==> config.mk <==
export PLATFORM = sky130hd
export DESIGN_NAME = aes128_x931_random_generator
export DESIGN_NICKNAME = d
export VERILOG_FILES = /design/src/rtl/axr_pkg.sv /design/src/rtl/axr_aes.sv /design/src/rtl/aes128_x931_random_generator.sv
export SDC_FILE = /design/constraint.sdc
export NUM_CORES = 2
export LEC_CHECK = 0
export ABC_AREA = 0
export BUFFER_PORTS_ARGS = -buffer_cell sky130_fd_sc_hd__buf_2
export CORE_MARGIN = 2
export CORE_UTILIZATION = 45
export CTS_BUF_LIST = sky130_fd_sc_hd__clkbuf_4 sky130_fd_sc_hd__clkbuf_8
export DETAILED_ROUTE_END_ITERATION = 10
export PLACE_DENSITY = 0.59
export SLEW_MARGIN = 20
export SYNTH_ARGS = -nofsm -noshare
export SYNTH_HDL_FRONTEND = slang
export SYNTH_HIERARCHICAL = 1
export SYNTH_SLANG_ARGS = --single-unit
==> constraint.sdc <==
create_clock -name clk -period 10.7 [get_ports clk]
set_input_delay 0 -clock clk [delete_from_list [all_inputs] [get_ports clk]]
set_output_delay 0 -clock clk [all_outputs]
set_load 0.005 [all_outputs]
==> src/rtl/axr_pkg.sv <==
package axr_pkg;

	typedef struct packed {
		logic       mode;
		logic [4:0] num_bytes;
	} in_t;

	typedef struct packed {
		logic [7:0] random_byte;
		logic [1:0] status;
		logic       last_of_run;
	} out_t;

	localparam logic [1:0] ST_OK       = 2'd0;
	localparam logic [1:0] ST_SEED_REJ = 2'd1;
	localparam logic [1:0] ST_INVALID  = 2'd2;
	localparam logic [1:0] ST_REPEAT   = 2'd3;

	localparam logic [2:0] CFG_KEY_HI = 3'd0;
	localparam logic [2:0] CFG_KEY_LO = 3'd1;
	localparam logic [2:0] CFG_V_HI   = 3'd2;
	localparam logic [2:0] CFG_V_LO   = 3'd3;
	localparam logic [2:0] CFG_DT_HI  = 3'd4;
	localparam logic [2:0] CFG_DT_LO  = 3'd5;

	localparam logic       MODE_SEED = 1'b0;

	localparam logic [7:0] SBOX [256] = '{
		8'h63,8'h7c,8'h77,8'h7b,8'hf2,8'h6b,8'h6f,8'hc5,8'h30,8'h01,8'h67,8'h2b,8'hfe,8'hd7,8'hab,8'h76,
		8'hca,8'h82,8'hc9,8'h7d,8'hfa,8'h59,8'h47,8'hf0,8'had,8'hd4,8'ha2,8'haf,8'h9c,8'ha4,8'h72,8'hc0,
		8'hb7,8'hfd,8'h93,8'h26,8'h36,8'h3f,8'hf7,8'hcc,8'h34,8'ha5,8'he5,8'hf1,8'h71,8'hd8,8'h31,8'h15,
		8'h04,8'hc7,8'h23,8'hc3,8'h18,8'h96,8'h05,8'h9a,8'h07,8'h12,8'h80,8'he2,8'heb,8'h27,8'hb2,8'h75,
		8'h09,8'h83,8'h2c,8'h1a,8'h1b,8'h6e,8'h5a,8'ha0,8'h52,8'h3b,8'hd6,8'hb3,8'h29,8'he3,8'h2f,8'h84,
		8'h53,8'hd1,8'h00,8'hed,8'h20,8'hfc,8'hb1,8'h5b,8'h6a,8'hcb,8'hbe,8'h39,8'h4a,8'h4c,8'h58,8'hcf,
		8'hd0,8'hef,8'haa,8'hfb,8'h43,8'h4d,8'h33,8'h85,8'h45,8'hf9,8'h02,8'h7f,8'h50,8'h3c,8'h9f,8'ha8,
		8'h51,8'ha3,8'h40,8'h8f,8'h92,8'h9d,8'h38,8'hf5,8'hbc,8'hb6,8'hda,8'h21,8'h10,8'hff,8'hf3,8'hd2,
		8'hcd,8'h0c,8'h13,8'hec,8'h5f,8'h97,8'h44,8'h17,8'hc4,8'ha7,8'h7e,8'h3d,8'h64,8'h5d,8'h19,8'h73,
		8'h60,8'h81,8'h4f,8'hdc,8'h22,8'h2a,8'h90,8'h88,8'h46,8'hee,8'hb8,8'h14,8'hde,8'h5e,8'h0b,8'hdb,
		8'he0,8'h32,8'h3a,8'h0a,8'h49,8'h06,8'h24,8'h5c,8'hc2,8'hd3,8'hac,8'h62,8'h91,8'h95,8'he4,8'h79,
		8'he7,8'hc8,8'h37,8'h6d,8'h8d,8'hd5,8'h4e,8'ha9,8'h6c,8'h56,8'hf4,8'hea,8'h65,8'h7a,8'hae,8'h08,
		8'hba,8'h78,8'h25,8'h2e,8'h1c,8'ha6,8'hb4,8'hc6,8'he8,8'hdd,8'h74,8'h1f,8'h4b,8'hbd,8'h8b,8'h8a,
		8'h70,8'h3e,8'hb5,8'h66,8'h48,8'h03,8'hf6,8'h0e,8'h61,8'h35,8'h57,8'hb9,8'h86,8'hc1,8'h1d,8'h9e,
		8'he1,8'hf8,8'h98,8'h11,8'h69,8'hd9,8'h8e,8'h94,8'h9b,8'h1e,8'h87,8'he9,8'hce,8'h55,8'h28,8'hdf,
		8'h8c,8'ha1,8'h89,8'h0d,8'hbf,8'he6,8'h42,8'h68,8'h41,8'h99,8'h2d,8'h0f,8'hb0,8'h54,8'hbb,8'h16
	};

	function automatic logic [7:0] xt(input logic [7:0] x);
		xt = {x[6:0], 1'b0} ^ (x[7] ? 8'h1b : 8'h00);
	endfunction

endpackage

==> src/rtl/axr_aes.sv <==
module axr_aes (
	input  logic         clk,
	input  logic         arst_n,
	input  logic         start,
	input  logic [127:0] key,
	input  logic [127:0] din,
	output logic         done,
	output logic [127:0] dout
);
	import axr_pkg::*;

	typedef enum logic [1:0] {A_IDLE, A_KEY, A_SUB, A_MIX} aes_st_t;

	aes_st_t     state_q;
	logic [3:0]  cnt_q;
	logic [3:0]  round_q;
	logic [7:0]  rc_q;
	logic [7:0]  s_q  [16];
	logic [7:0]  rk_q [16];
	logic [7:0]  t_q  [16];
	logic [7:0]  kw_q [4];
	logic [7:0]  rk_new [16];
	logic [7:0]  mix [16];
	logic [7:0]  sb_in;
	logic [7:0]  sb_out;
	logic [3:0]  sub_idx;
	logic [3:0]  key_idx;
	logic [7:0]  a0, a1, a2, a3;

	assign sub_idx = {cnt_q[3:2] + cnt_q[1:0], cnt_q[1:0]};
	assign key_idx = {2'b11, cnt_q[1:0] + 2'd1};
	assign sb_in   = (state_q == A_KEY) ? rk_q[key_idx] : s_q[sub_idx];
	assign sb_out  = SBOX[sb_in];

	always_comb begin
		for (int k = 0; k < 4; k++) begin
			rk_new[k] = rk_q[k] ^ kw_q[k] ^ ((k == 0) ? rc_q : 8'h00);
		end
		for (int k = 4; k < 16; k++) begin
			rk_new[k] = rk_q[k] ^ rk_new[k-4];
		end
	end

	always_comb begin
		a0 = '0; a1 = '0; a2 = '0; a3 = '0;
		for (int c = 0; c < 4; c++) begin
			a0 = t_q[c*4];
			a1 = t_q[c*4+1];
			a2 = t_q[c*4+2];
			a3 = t_q[c*4+3];
			if (round_q == 4'd10) begin
				mix[c*4]   = a0;
				mix[c*4+1] = a1;
				mix[c*4+2] = a2;
				mix[c*4+3] = a3;
			end else begin
				mix[c*4]   = xt(a0) ^ xt(a1) ^ a1 ^ a2 ^ a3;
				mix[c*4+1] = a0 ^ xt(a1) ^ xt(a2) ^ a2 ^ a3;
				mix[c*4+2] = a0 ^ a1 ^ xt(a2) ^ xt(a3) ^ a3;
				mix[c*4+3] = xt(a0) ^ a0 ^ a1 ^ a2 ^ xt(a3);
			end
		end
	end

	always_comb begin
		for (int j = 0; j < 16; j++) begin
			dout[127-8*j -: 8] = s_q[j];
		end
	end

	always_ff @(posedge clk or negedge arst_n) begin
		if (!arst_n) begin
			state_q <= A_IDLE;
			cnt_q   <= '0;
			round_q <= '0;
			rc_q    <= 8'h01;
			done    <= 1'b0;
		end else begin
			done <= (state_q == A_MIX) && (round_q == 4'd10);
			unique case (state_q)
				A_IDLE: begin
					if (start) begin
						state_q <= A_KEY;
						cnt_q   <= '0;
						round_q <= 4'd1;
						rc_q    <= 8'h01;
					end
				end
				A_KEY: begin
					if (cnt_q == 4'd3) begin
						state_q <= A_SUB;
						cnt_q   <= '0;
					end else begin
						cnt_q <= cnt_q + 4'd1;
					end
				end
				A_SUB: begin
					cnt_q <= cnt_q + 4'd1;
					if (cnt_q == 4'd15) begin
						state_q <= A_MIX;
					end
				end
				A_MIX: begin
					cnt_q   <= '0;
					rc_q    <= xt(rc_q);
					round_q <= round_q + 4'd1;
					if (round_q == 4'd10) begin
						state_q <= A_IDLE;
					end else begin
						state_q <= A_KEY;
					end
				end
				default: state_q <= A_IDLE;
			endcase
		end
	end

	always_ff @(posedge clk) begin
		unique case (state_q)
			A_IDLE: begin
				if (start) begin
					for (int j = 0; j < 16; j++) begin
						s_q[j]  <= din[127-8*j -: 8] ^ key[127-8*j -: 8];
						rk_q[j] <= key[127-8*j -: 8];
					end
				end
			end
			A_KEY: begin
				kw_q[cnt_q[1:0]] <= sb_out;
			end
			A_SUB: begin
				for (int j = 0; j < 15; j++) begin
					t_q[j] <= t_q[j+1];
				end
				t_q[15] <= sb_out;
			end
			A_MIX: begin
				for (int j = 0; j < 16; j++) begin
					s_q[j]  <= mix[j] ^ rk_new[j];
					rk_q[j] <= rk_new[j];
				end
			end
			default: ;
		endcase
	end

	a_done_pulse: assert property (@(posedge clk) disable iff (!arst_n)
		done |=> !done) else $error("done longer than one cycle");
	a_round_range: assert property (@(posedge clk) disable iff (!arst_n)
		state_q != A_IDLE |-> (round_q >= 4'd1 && round_q <= 4'd10))
		else $error("round out of range");
	a_start_idle: assert property (@(posedge clk) disable iff (!arst_n)
		done |-> state_q == A_IDLE) else $error("done while busy");

endmodule

==> src/rtl/aes128_x931_random_generator.sv <==
// X9.31 random byte generator over AES-128. A seed beat (mode 0) latches key,
// V and DT from the configuration registers, unless V equals the key and the
// seed is rejected; its single result is loaded into the output register from
// the emit state once that register can take it, and a draw while unseeded
// answers the same way. A draw of n bytes collects them from the current
// block, then sends n beats out, at best one per cycle. Whenever the block is
// used up a new one is made by three encryptions on a byte-serial AES core
// with one S-box; a block equal to the last one ends the draw with an error.
// Each AES round runs a key-schedule step, SubBytes/ShiftRows byte by byte
// and then MixColumns, which the last round skips. A draw spans at most two
// blocks. Results leave through an output register; the input is stalled
// until every result of the current beat has been loaded into it.
module aes128_x931_random_generator (
	input  logic          clk,
	input  logic          arst_n,
	input  logic          in_valid,
	output logic          in_stall,
	input  axr_pkg::in_t  in_data,
	output logic          out_valid,
	input  logic          out_stall,
	output axr_pkg::out_t out_data,
	input  logic          cfg_valid,
	output logic          cfg_ready,
	input  logic [2:0]    cfg_index,
	input  logic [63:0]   cfg_data
);
	import axr_pkg::*;

	typedef enum logic [2:0] {S_IDLE, S_GATHER, S_ENC1, S_ENC2, S_ENC3, S_EMIT} st_t;

	st_t          state_q;
	logic [127:0] cfg_key_q, cfg_v_q, cfg_dt_q;
	logic [127:0] key_q, v_q, dt_q, cur_q, prev_q, iv_q;
	logic [4:0]   idx_q;
	logic         valid_q;
	logic [4:0]   n_q;
	logic [4:0]   pos_q;
	logic [3:0]   e_q;
	logic [1:0]   st_q;
	logic         zero_q;
	logic         aes_go_q;
	logic [127:0] aes_in_q;
	logic         aes_done;
	logic [127:0] aes_out;
	logic [7:0]   buf_q [16];
	logic [7:0]   cur_byte;
	logic [4:0]   n_sat;
	logic         accept;
	logic         out_take;

	axr_aes u_aes (
		.clk    (clk),
		.arst_n (arst_n),
		.start  (aes_go_q),
		.key    (key_q),
		.din    (aes_in_q),
		.done   (aes_done),
		.dout   (aes_out)
	);

	assign cfg_ready = 1'b1;
	assign in_stall  = (state_q != S_IDLE);
	assign accept    = in_valid && !in_stall;
	assign out_take  = !out_valid || !out_stall;
	assign n_sat     = (in_data.num_bytes > 5'd16) ? 5'd16 : in_data.num_bytes;
	assign cur_byte  = cur_q[127 - 8*idx_q[3:0] -: 8];

	always_ff @(posedge clk or negedge arst_n) begin
		if (!arst_n) begin
			state_q   <= S_IDLE;
			cfg_key_q <= '0;
			cfg_v_q   <= '0;
			cfg_dt_q  <= '0;
			key_q     <= '0;
			v_q       <= '0;
			dt_q      <= '0;
			cur_q     <= '0;
			prev_q    <= '0;
			iv_q      <= '0;
			idx_q     <= 5'd16;
			valid_q   <= 1'b0;
			n_q       <= '0;
			pos_q     <= '0;
			e_q       <= '0;
			st_q      <= ST_OK;
			zero_q    <= 1'b0;
			aes_go_q  <= 1'b0;
			aes_in_q  <= '0;
			out_valid <= 1'b0;
		end else begin
			if (cfg_valid && cfg_ready) begin
				unique case (cfg_index)
					CFG_KEY_HI: cfg_key_q[127:64] <= cfg_data;
					CFG_KEY_LO: cfg_key_q[63:0]   <= cfg_data;
					CFG_V_HI:   cfg_v_q[127:64]   <= cfg_data;
					CFG_V_LO:   cfg_v_q[63:0]     <= cfg_data;
					CFG_DT_HI:  cfg_dt_q[127:64]  <= cfg_data;
					CFG_DT_LO:  cfg_dt_q[63:0]    <= cfg_data;
					default: ;
				endcase
			end
			if (state_q == S_EMIT && out_take) begin
				out_valid <= 1'b1;
			end else if (!out_stall) begin
				out_valid <= 1'b0;
			end
			unique case (state_q)
				S_IDLE: begin
					aes_go_q <= 1'b0;
					if (accept) begin
						e_q    <= 4'd15;
						zero_q <= 1'b1;
						if (in_data.mode == MODE_SEED) begin
							state_q <= S_EMIT;
							if (cfg_v_q == cfg_key_q) begin
								valid_q <= 1'b0;
								st_q    <= ST_SEED_REJ;
							end else begin
								st_q    <= ST_OK;
								v_q     <= cfg_v_q;
								key_q   <= cfg_key_q;
								dt_q    <= cfg_dt_q;
								cur_q   <= '0;
								prev_q  <= '0;
								idx_q   <= 5'd16;
								valid_q <= 1'b1;
							end
						end else if (!valid_q) begin
							st_q    <= ST_INVALID;
							state_q <= S_EMIT;
						end else if (n_sat != 5'd0) begin
							n_q     <= n_sat;
							pos_q   <= '0;
							state_q <= S_GATHER;
						end
					end
				end
				S_GATHER: begin
					aes_go_q <= idx_q[4];
					if (idx_q[4]) begin
						aes_in_q <= dt_q;
						state_q  <= S_ENC1;
					end else begin
						idx_q <= idx_q + 5'd1;
						pos_q <= pos_q + 5'd1;
						if (pos_q + 5'd1 == n_q) begin
							zero_q  <= 1'b0;
							st_q    <= ST_OK;
							e_q     <= 4'(5'd16 - n_q);
							state_q <= S_EMIT;
						end
					end
				end
				S_ENC1: begin
					aes_go_q <= aes_done;
					if (aes_done) begin
						iv_q     <= aes_out;
						aes_in_q <= aes_out ^ v_q;
						state_q  <= S_ENC2;
					end
				end
				S_ENC2: begin
					aes_go_q <= aes_done && (aes_out != prev_q);
					if (aes_done) begin
						cur_q <= aes_out;
						if (aes_out == prev_q) begin
							valid_q <= 1'b0;
							zero_q  <= 1'b1;
							st_q    <= ST_REPEAT;
							e_q     <= 4'(5'd16 - n_q);
							state_q <= S_EMIT;
						end else begin
							prev_q   <= aes_out;
							aes_in_q <= aes_out ^ iv_q;
							state_q  <= S_ENC3;
						end
					end
				end
				S_ENC3: begin
					aes_go_q <= 1'b0;
					if (aes_done) begin
						v_q     <= aes_out;
						dt_q    <= dt_q + 128'd1;
						idx_q   <= '0;
						state_q <= S_GATHER;
					end
				end
				S_EMIT: begin
					aes_go_q <= 1'b0;
					if (out_take) begin
						if (e_q == 4'd15) begin
							state_q <= S_IDLE;
						end else begin
							e_q <= e_q + 4'd1;
						end
					end
				end
				default: begin
					aes_go_q <= 1'b0;
					state_q  <= S_IDLE;
				end
			endcase
		end
	end

	always_ff @(posedge clk) begin
		if (state_q == S_GATHER && !idx_q[4]) begin
			for (int j = 0; j < 15; j++) begin
				buf_q[j] <= buf_q[j+1];
			end
			buf_q[15] <= cur_byte;
		end
		if (state_q == S_EMIT && out_take) begin
			out_data.random_byte <= zero_q ? 8'h00 : buf_q[e_q];
			out_data.status      <= st_q;
			out_data.last_of_run <= (e_q == 4'd15);
		end
	end

	a_go_enc: assert property (@(posedge clk) disable iff (!arst_n)
		aes_go_q |-> (state_q == S_ENC1 || state_q == S_ENC2 || state_q == S_ENC3))
		else $error("encryption started outside an encryption state");
	a_idx_range: assert property (@(posedge clk) disable iff (!arst_n)
		idx_q <= 5'd16) else $error("block index out of range");
	a_gather_valid: assert property (@(posedge clk) disable iff (!arst_n)
		state_q == S_GATHER |-> valid_q) else $error("gathering while invalid");
	a_emit_ok_has_bytes: assert property (@(posedge clk) disable iff (!arst_n)
		(state_q == S_EMIT && !zero_q) |-> st_q == ST_OK)
		else $error("error result carries data");

endmodule
# --- After elaboration in Yosys (flattened, before gate mapping) ---
# Memory sizes are Yosys's and may differ from the RTL's. A register that Yosys moved wholly into a read port is not among the register bits.
# Cells that the tools add are included.
totals:
  ram_bits: 544
  wordCells: 467
  register_bits: 1330
  out_inout_bits: 14
  romBits: 2048
  mem_count: 6
  latch_bits: 0
  input_bits: 78
classes:
  mul: 0
  eq_ne: 45
  n_addsub: 10
  n_bitwise: 167
  muxes: 159
  magnitude_cmp: 2
  shifts: 1
  div: 0
  n_reduce_logical: 46
memory_table:
  columns: ["name", "depth", "word_bits", "rd", "rd_ports_with_merged_regs", "wr", "line_no", "source"]
  rows:
  - ["(name not given)", 256, 8, 1, 0, 0, "axr_aes.sv:33", "assign sb_out = SBOX[sb_in];"]
  - ["buf_q", 16, 8, 16, 1, 16, "aes128_x931_random_generator.sv:45", "logic [7:0] buf_q [16];"]
  - ["u_aes.rk_q", 16, 8, 17, 0, 16, "axr_aes.sv:19", "logic [7:0] rk_q [16];"]
  - ["u_aes.s_q", 16, 8, 17, 0, 16, "axr_aes.sv:18", "logic [7:0] s_q [16];"]
  - ["u_aes.t_q", 16, 8, 16, 0, 16, "axr_aes.sv:20", "logic [7:0] t_q [16];"]
  - ["u_aes.kw_q", 4, 8, 4, 0, 1, "axr_aes.sv:21", "logic [7:0] kw_q [4];"]
op_table:
  columns: ["cell", "n"]
  rows:
  - ["128-bit two-way mux", 17]
  - ["8-bit XOR", 130]
  - ["128-bit case mux with 2 select lines", 4]
  - ["128-bit case mux with 3 select lines", 1]
  - ["8-bit two-way mux", 36]
  - ["128-bit equality test", 2]
  - ["128-bit XOR", 2]
  - ["5-bit two-way mux", 28]
  - ["135-bit by 33-bit indexed part select with 8-bit output", 1]
  - ["128-bit by 1-bit adder with 128-bit output, second input constant", 1]
  - ["32-bit two-way mux", 4]
  - ["128-bit inequality test", 1]
  - ["4-bit two-way mux", 10]
  - ["3-bit two-way mux", 11]
  - ["2-bit inequality test, second input constant", 16]
  - ["1-bit OR", 32]
  - ["4-bit case mux with 4 select lines", 2]
  - ["5-bit AND reduction", 6]
  - ["1-bit two-way mux", 26]
  - ["6-bit AND reduction", 4]
  - ["2-bit two-way mux", 10]
  - ["3-bit case mux with 6 select lines", 1]
  - ["8-bit case mux with 2 select lines", 1]
  - ["2-bit AND reduction", 8]
  - ["41 further kinds", 76]

# --- Depth between registers and ports, before layout ---
# An unclocked memory read counts as a cell.
logic_depth:
  depth_word: 10
  ltp_mapped: 19
  depth_no_buf: 14

# --- By module ---
# The synthesis kept the hierarchy.
by_module_without_submodules:
  columns: ["module", "cells_each", "seq_area_each_um2", "instances", "area_each_um2"]
  rows:
  - ["aes128_x931_random_generator", 5631, 36906.6, 1, 68416.9]
  - ["axr_aes", 2912, 12968.7, 1, 29422.0]

# --- Worst setup path after synthesis ---
# Ideal clock, no wire load.
synth_path:
  path_type: "reg-to-reg"
  startpoint: "reg u_aes.state_q[0]"
  endpoint: "mem u_aes.rk_q[0][0], enable pin"
  synth_period_minus_slack_ns: 7.469
  path_slack_ns: 3.231
  arrival_ns: 5.519
  t_required_ns: 8.750
  setup_ns: 1.950
  path_stages_with_launch: 7
  n_path_buf: 2
  cell_sequence: "dfrtp_1 -> inv_1 -> ha_1 -> nand2_1 -> clkbuf_1 -> clkbuf_1 -> nand2_1"
synth_rtl:
  columns: ["item", "line_no", "source"]
  rows:
  - ["from (decl)", "axr_aes.sv:14", "aes_st_t state_q;"]
  - ["from (signal assigned)", "axr_aes.sv:73", "state_q <= A_IDLE;"]
  - ["from (signal assigned)", "axr_aes.sv:83", "state_q <= A_KEY;"]
  - ["from (signal assigned)", "axr_aes.sv:91", "state_q <= A_SUB;"]
  - ["to (decl)", "axr_aes.sv:19", null]

==> reports/qor.yml <==
status:
  outcome: "complete, but fails checks"
  violations: "slew limit"
critical_path:
  cp_max_fo: 31
  slowest_stage: "a221o_1"
  cpPeakStageDelay_ns: 0.81
  crit_family: "buffers and inverters"
  crit_path_end_kind: "flop"
  cp-start-kind: "flop"
  arrival_ns: 7.49
  critical_path_class: "flop to flop"
  worstPathCellList: "buf_4 -> inv_1 -> ha_1 -> mux4_2 -> nor2_1 -> a221o_1 -> clkinv_4 -> ha_1 -> inv_1 -> nor2_1 -> nor3_1 -> o31ai_1 -> a211oi_1 -> o211ai_1"
  worstPathRequired_ns: 11.26
  critPathBufInv: 4
power:
  pwr-share-seq_pct: 31.0
  max-vdd-ir-drop_mv: 0.264
  p_sw_mw: 22.6
  power_frac_clock_pct: 16.1
  internal-power_mw: 22.9
  finalPower_mw: 45.4
  power.leakage_nw: 44.0
  p_sw_share_pct: 49.7
  comb_power_share_pct: 53.0
  p_per_area_nw_per_um2: 412
clock_tree:
  cts_buffers: 353
  htree_levels: 5
  cts_tree: "done"
  cts_hold_buf: 145
  root_buffer: "clkbuf_8"
  post-cts-setup-buffers: 0
  clock_latency_ns: 1.13
  cts_resized: 0
  cts.sinks: 1882
  clk_pin_slew_worst_paths_ns: 0.06
  clockBufferDepth: 4
logic_synthesis:
  synth_cells: 8543
  synthFlopType: "dfrtp_1"
  yosys-top-cells-area: "dfrtp_1 34%, edfxtp_1 17%, mux2_2 9.7%, xnor2_1 8.6%, mux2i_1 4.7%"
  synthArstFlopShare_pct: 70.5
  synth_cell_types: 110
  ys_seq_area_share_pct: 51.0
  synthesis.area_um2: 97800
  syn-num-nets: 8651
  synth_area_per_cell_um2: 11.5
  yosysWarnings: 6
  synth_edf_count: 555
  synth_top_area_cell: "dfrtp_1"
  synth_top_area_share_pct: 33.9
  ys_ff_latch: 1882
timing:
  finalHoldViolCount: 0
  relSlewSlack_pct: -0.915
  setup_viol: 0
  min_period_ns: 6.92
  drv_slew: 10
  fin_skew_ns: 0.144
  tns_ns: 0
  period_share_pct: 64.7
  rsz0062_at_grt: "false"
  tightestPinTransition_ns: 1.51
  fmax_ghz: 0.144
floorplan:
  ioPinCount: 92
  die_area_um2: 221000
  die_x_um: 470
  core-area_um2: 217000
  fp-row-count: 171
  die_y_um: 470
  initial_utilization_pct: 45.1
place:
  place_congestion: 1.00
  numPortBuffers: 90
  hpwl_um: 312000
detailed_routing:
  drt-pass1-iter-count: 8
  drtIter0Drc: 10956
  wire_per_inst_um: 37.2
  vias_per_cell: 6.38
  vias: 76209
  ant_nets: 0
  drc_errors: 0
  drt-total-wl_um: 444000
worst_hold_path:
  hp-class: "primary input to flop"
layout:
  drive_gt1_share_pct: 21.5
  final_common_cell: "dfrtp_1"
  final_cell_mix: "1,319 x dfrtp_1, 956 x xnor2_1, 840 x mux2_2, 693 x nand2_1, 638 x o21ai_0"
  nFillCells: 19477
  syn2layout_area_growth_pct: 12.8
  layout.nets: 8924
global_route:
  grt_pass1_vias: 72437
  antenna_found_initial: 66
  grt_max_degree: 193
  grt_usage_pct: 39.4
  grt_overflow: 0
  grt_pass1_wl_um: 606000
flow_run:
  cap_violations: 0
-- cells in the mapped netlist, types with 26 or more instances --
| master | number |
|---|---|
| or3_1 | 26 |
| ha_1 | 30 |
| nor3_1 | 112 |
| nor4_1 | 54 |
| a211oi_1 | 39 |
| xor2_1 | 263 |
| dfrtp_1 | 1325 |
| and3_1 | 31 |
| edfxtp_1 | 555 |
| nand4_1 | 121 |
| a221oi_1 | 28 |
| a22oi_1 | 49 |
| xnor2_1 | 960 |
| a31oi_1 | 44 |
| inv_1 | 236 |
| a22o_1 | 143 |
| nand3_1 | 268 |
| buf_1 | 56 |
| mux2_2 | 840 |
| buf_2 | 89 |
| mux2i_1 | 461 |
| a21oi_1 | 213 |
| o22ai_1 | 61 |
| mux4_2 | 86 |
| o21ai_0 | 640 |
| nor2_1 | 321 |
| clkbuf_1 | 369 |
| nand2_1 | 700 |
-- path summary, 6_finish.rpt --
kind	startpoint	to	slack [ns]	depth (start not counted)
max	u_aes/cnt_q[0]$_DFFE_PN0P_	u_aes/t_q[1][56]$_DFFE_PP_	3.78	14
min	cfg_data[45]	cfg_dt_q[45]$_DFFE_PN0P_	0.11	3
max reg2reg	u_aes/cnt_q[0]$_DFFE_PN0P_	u_aes/t_q[1][56]$_DFFE_PP_	3.78	14
min reg2reg	buf_q[9][1]$_DFFE_PP_	buf_q[8][1]$_DFFE_PP_	0.43	0
max in group asynchronous	arst_n	state_q[1]$_DFFE_PN0P_	8.43	5
min in group asynchronous	arst_n	u_aes/round_q[3]$_DFFE_PN0P_	0.20	4
-- cells by family (layout without fill, tap and decap cells) --
group	after synthesis	after routing	share of synthesized area [%]
adder cells (fa/ha/maj)	30	30	0.384
buffers and inverters	783	1313	3.30
other	1	28	0.00383
multiplexers	1388	1388	16.4
AND/OR/NAND/NOR	1763	1763	8.40
XOR/XNOR	1226	1226	11.0
flip-flops	1882	1882	51.0
AO/OA/AOI/OAI	1470	1470	9.55
-- stage by stage --
stage | std cells | hold WS (ns) | util, % | instance area (um^2) | setup WS [ns]
after floorplan | 8543 | -0.296 | - | 97800 | 3.23
after global placement | 11170 | 0.0278 | 46.9 | 102000 | 4.01
after detailed placement | 11170 | 0.0238 | 46.9 | 102000 | 3.96
after CTS | 11927 | 0.00521 | 50.9 | 110000 | 3.92
after global routing | 11935 | 0.0574 | 50.9 | 110000 | 3.45
final | 11954 | 0.107 | 50.9 | 110000 | 3.78
-- area by class of cell --
cell class                 count  area [um^2]  area share (%)
antenna                       27         67.6          0.0612
clock buffer                 544         6640            6.02
clock inverter                68          475           0.431
inverter                     242          917           0.831
multi-input combinational   5878        45000            40.8
sequential                  1882        49900            45.2
tap                         2854         3570            3.24
timing repair buffer         459         3740            3.39
-- worst reg2reg max path: cells and delay by family, from the launching register on --
family,cells,cell delay [ns]
adder cells (fa/ha/maj),2,1.23
flip-flops,1,0.67
AND/OR/NAND/NOR,3,0.66
AO/OA/AOI/OAI,4,1.64
multiplexers,1,0.36
buffers and inverters,4,1.89
-- power by group through the flow --
stage | combinational (mW) | clock [mW] | sequential, mW
3_3_place_gp | 23.2 | 0 | 13.9
6_report | 24.1 | 7.29 | 14.1
5_1_grt | 24.9 | 7.66 | 14.2
3_5_place_dp | 23.2 | 0 | 14.0
2_1_floorplan | 14.0 | 0 | 12.5
4_1_cts | 23.4 | 7.34 | 13.9
-- sequential cells by signal, indices dropped and copies added, names as in the netlist, 8 cells and up --
signal      count
u_aes/kw_q     32
u_aes/rc_q      8
out_data       11
prev_q        128
iv_q          128
buf_q         128
cfg_v_q       128
v_q           128
cfg_dt_q      128
key_q         128
u_aes/s_q     128
aes_in_q      128
dt_q          128
cfg_key_q     128
u_aes/t_q     128
u_aes/rk_q    128
cur_q         128
-- metal layers --
layer / GRT usage, % / routed length (um) / vias up
met3: 10.2 / 47500 / 1007
met4: 25.7 / 33300 / 20
met5: 0 / 170 / -
li1: - / - / 31197
met1: 53.4 / 177000 / 39174
met2: 55.8 / 186000 / 4811
Power figures use the tool's default switching activity.
